==> config.mk <==
export PLATFORM = sky130hd
export DESIGN_NAME = sldr_div_stage
export DESIGN_NICKNAME = d
export VERILOG_FILES = /design/src/design/sldr_pkg.sv /design/src/design/sldr_div_stage.sv
export SDC_FILE = /design/constraint.sdc
export NUM_CORES = 1
export LEC_CHECK = 0
export BUFFER_PORTS_ARGS = -buffer_cell sky130_fd_sc_hd__buf_2
export CAP_MARGIN = 20
export CORE_AREA = 2 2 148 150
export DETAILED_ROUTE_END_ITERATION = 10
export DIE_AREA = 0 0 150 152
export MAX_ROUTING_LAYER = met4
export PLACE_DENSITY_LB_ADDON = 0.05
export SLEW_MARGIN = 30
export SYNTH_ARGS = -nofsm -noshare
export SYNTH_HDL_FRONTEND = slang
export SYNTH_SLANG_ARGS = --single-unit
==> constraint.sdc <==
create_clock -name vclk -period 3.8
set_input_delay 0.38 -clock vclk [all_inputs]
set_output_delay 0.38 -clock vclk [all_outputs]
set_load 0.005 [all_outputs]
==> src/design/sldr_pkg.sv <==
// Package: payload types, command codes and pipeline constants for the divide/remainder/multiply unit.
`default_nettype none
package sldr_pkg;

  localparam int unsigned DataW = 64;
  localparam int unsigned NumStages = DataW;  // one quotient bit per stage
  localparam int unsigned DigW = 16;          // multiplier digit width
  localparam int unsigned NumDig = DataW / DigW;

  typedef enum logic [1:0] {
    CMD_DIV = 2'd0,
    CMD_REM = 2'd1,
    CMD_MUL = 2'd2,
    CMD_NOP = 2'd3
  } cmd_t;

  typedef struct packed {
    logic [1:0]        cmd;
    logic [DataW-1:0]  operand_a;
    logic [DataW-1:0]  operand_b;
  } in_item_t;

  typedef struct packed {
    logic [DataW-1:0]  result_value;
    logic              divide_by_zero;
  } out_item_t;

  // Per-item control that travels beside the division datapath.
  typedef struct packed {
    logic [1:0] cmd;
    logic       neg_q;
    logic       neg_r;
    logic       dz;
  } ctl_t;

  // Divider lane state: partial remainder, dividend shift register, divisor.
  typedef struct packed {
    logic [DataW-1:0] rem;
    logic [DataW-1:0] quo;
    logic [DataW-1:0] dvs;
  } div_lane_t;

  // Multiplier lane: 16-bit-digit partial products of the low 64 bits.
  typedef struct packed {
    logic [DataW-1:0] acc;
    logic [DataW-1:0] a;
    logic [DataW-1:0] b;
  } mul_lane_t;

endpackage
`default_nettype wire

==> src/design/sldr_div_stage.sv <==
// One restoring-division step: shift one dividend bit in, compare, subtract.
`default_nettype none
module sldr_div_stage
  import sldr_pkg::*;
(
  input  wire div_lane_t  lane_i,
  output div_lane_t       lane_o
);

  logic [DataW:0] rem_sh;
  logic [DataW:0] diff;

  always_comb begin
    rem_sh = {lane_i.rem, lane_i.quo[DataW-1]};
    diff   = rem_sh - {1'b0, lane_i.dvs};
    lane_o.dvs = lane_i.dvs;
    if (!diff[DataW]) begin
      lane_o.rem = diff[DataW-1:0];
      lane_o.quo = {lane_i.quo[DataW-2:0], 1'b1};
    end else begin
      lane_o.rem = rem_sh[DataW-1:0];
      lane_o.quo = {lane_i.quo[DataW-2:0], 1'b0};
    end
  end

endmodule
`default_nettype wire

==> metrics.cfg <==
[outcome]
status=finished, violations left
violations=setup timing

[placement]
hpwlAfterDp_um=17900
io_buffers=258
gp_congestion=0.826

[critical_path]
critPathArrivalTime_ns=3.54
cp.required_ns=3.42
start_kind=input pin
critPathMaxFanout=8
end_kind=output port
worstSetupPathType=input pin to output port

[synthesis]
syn-num-nets=1106
ys_seq_area_share_pct=0
synth_area_per_cell_um2=7.21
synth-warning-count=0
syn_inst=849
yosys.cell_types.count=62
synthesis.area_mm2=0.00612

[timing]
timing.final.crit_share_pct=103
tns_ns=-5.54
hold-worst-slack_ns=0.760
drv_slew=0
fmax_ghz=0.255
slew_headroom_pct=55.2
rsz0062_at_grt=yes
fin_ws_ns=-0.120
finalCriticalPeriod_ns=3.92
tightest_slew_ns=0.665
finalSetupViolations=62
hold_viol_final=0

[final_layout]
n_clock_buffer=0
multi_input_area_mm2=0.00470
final-seq-area_um2=0
layout-drive-gt1-share_pct=44.4
nNetsFinal=1335
seq_cells=0
nFillCells=2376
area_growth_pct=31.9

[flow_run]
cap_violations=0

[routing]
vias=6416
drc=0
wire_per_inst_um=15.1
dr.pass1.iters=4
wl_um=20500
drtAntennaViolNets=0
routed_via_density=4.72
drtIter0Drc=199

[pwr]
p_sw_share_pct=44.3
p_int_uw=983
irDropWorstVdd_v=0.0000911
power.density_mw_per_mm2=219
switchingPower_uw=783
p_seq_share_pct=0
finalPower_uw=1770
pwr-share-comb_pct=100.0
leakage_uw=0.00433
clockPowerShare_pct=0

[die]
io_pins=384
start_util_pct=28.7
rows=54
coreArea_mm2=0.0214
die_h_um=152
die_w_um=150
design.die.area_mm2=0.0228

[global_route]
grt_start_max_net_pins=15
grt_pass1_wl_um=32100
grt_overflow=0
grt_antenna_before_repair=2
grt_pass1_vias=6474
grt_usage_pct=17.3

[worst_hold_path]
min_path_type=input pin to output port
whs_path_depth=0
min-delay-start=lane_i[103]
min_to=lane_o[104]

## power groups by stage
stage | clock network, uW | logic, uW | registers [uW]
final | 0.0000703 | 1770 | 0
after global routing | 0.0000703 | 1930 | 0
after CTS | 0 | 1780 | 0
after detailed placement | 0 | 1580 | 0
after global placement | 0 | 1600 | 0
after floorplan | 0 | 1040 | 0
## metrics by stage
stage | setup slack [ns] | area, um2 | util [%] | instances
global placement | -0.226 | 7590 | 35.5 | 1345
CTS | -0.221 | 8030 | 37.6 | 1355
global route | -0.305 | 8070 | 37.8 | 1358
floorplan | 0.181 | 6120 | - | 849
finish | -0.120 | 8070 | 37.8 | 1358
detailed placement | -0.262 | 7590 | 35.5 | 1345
## cell usage after synthesis (all sizes together), types with 8 or more instances
master	number	area (um2)
a31oi	12	75.1
nor2	32	120
a21o	29	218
nand4	19	125
buf	146	1090
mux2	62	920
a211oi	11	82.6
o21ai	42	214
clkbuf	20	75.1
nor3	15	86.3
xor2	24	210
xnor2	36	315
and3	10	62.6
o21bai	9	67.6
a21oi	85	429
nand2	56	210
nand3	16	80.1
ha	64	801
o211ai	8	60.1
inv	85	319
## worst max-delay path by stage
stage                      from     endpoint  cells after the start
floorplan           lane_i[127]  lane_o[182]                     15
global placement      lane_i[0]  lane_o[130]                     16
detailed placement    lane_i[0]  lane_o[130]                     16
CTS                 lane_i[127]  lane_o[145]                     18
global route        lane_i[127]  lane_o[139]                     18
finish              lane_i[127]  lane_o[140]                     18
## placed cells by master (no fill, tap or decap), types with 6 or more instances in the layout
master and instances:
a211oi_1 10, a21o_1 29, a21oi_1 82, a31oi_1 12
and3_1 10, buf_2 219, buf_4 126, buf_6 40
ha_1 61, inv_1 83, mux2_4 59, nand2_1 56
nand3_1 16, nand4_1 18, nor2_1 31, nor3_1 13
o211ai_1 8, o21a_1 6, o21ai_0 40, o21bai_1 9
xnor2_1 36, xor2_1 24
## cell families after synthesis
logic type               count (synthesis)  share of synthesized area [%]
multiplexers                            65                           15.5
buffers and inverters                  251                           24.2
AO/OA/AOI/OAI                          234                           24.2
adder cells (fa/ha/maj)                 65                           13.4
XOR/XNOR                                60                           8.58
AND/OR/NAND/NOR                        174                           14.1
## layer usage
metal	vias to the layer above	share of wire (%)	GRT usage, %
li1	3327	-	-
met1	2868	48	23.4
met2	193	46	28.9
met3	28	4.9	1.68
met4	0	0.84	1.66
met5	-	0	-
## cell type report
cell class	count	area share (%)
tap	280	4.34
inverter	85	4.04
antenna	2	0.0620
multi-input combinational	598	58.2
timing repair buffer	393	33.3
## worst max-delay path, stage by stage
cell and delay, ns:
buf_6 0.07, inv_4 0.03, ha_4 0.16, fa_2 0.35, and2b_1 0.21, o211ai_1 0.12
a31o_1 0.23, o21ai_2 0.18, a41oi_2 0.15, a211o_1 0.32, a21oi_2 0.19, nor3_2 0.07
nor3_4 0.26, inv_6 0.06, buf_12 0.16, buf_16 0.15, mux2_4 0.30, buf_6 0.12
## timing repair
item,4_1_cts,5_1_grt
pin swaps,10,3
setup buffers,9,1
endpoints found under the setup margin,64,65
cloned,4,0
gates resized for setup,53,8
hold buffers,0,0
No activity file was read; power rests on OpenSTA's default activity.
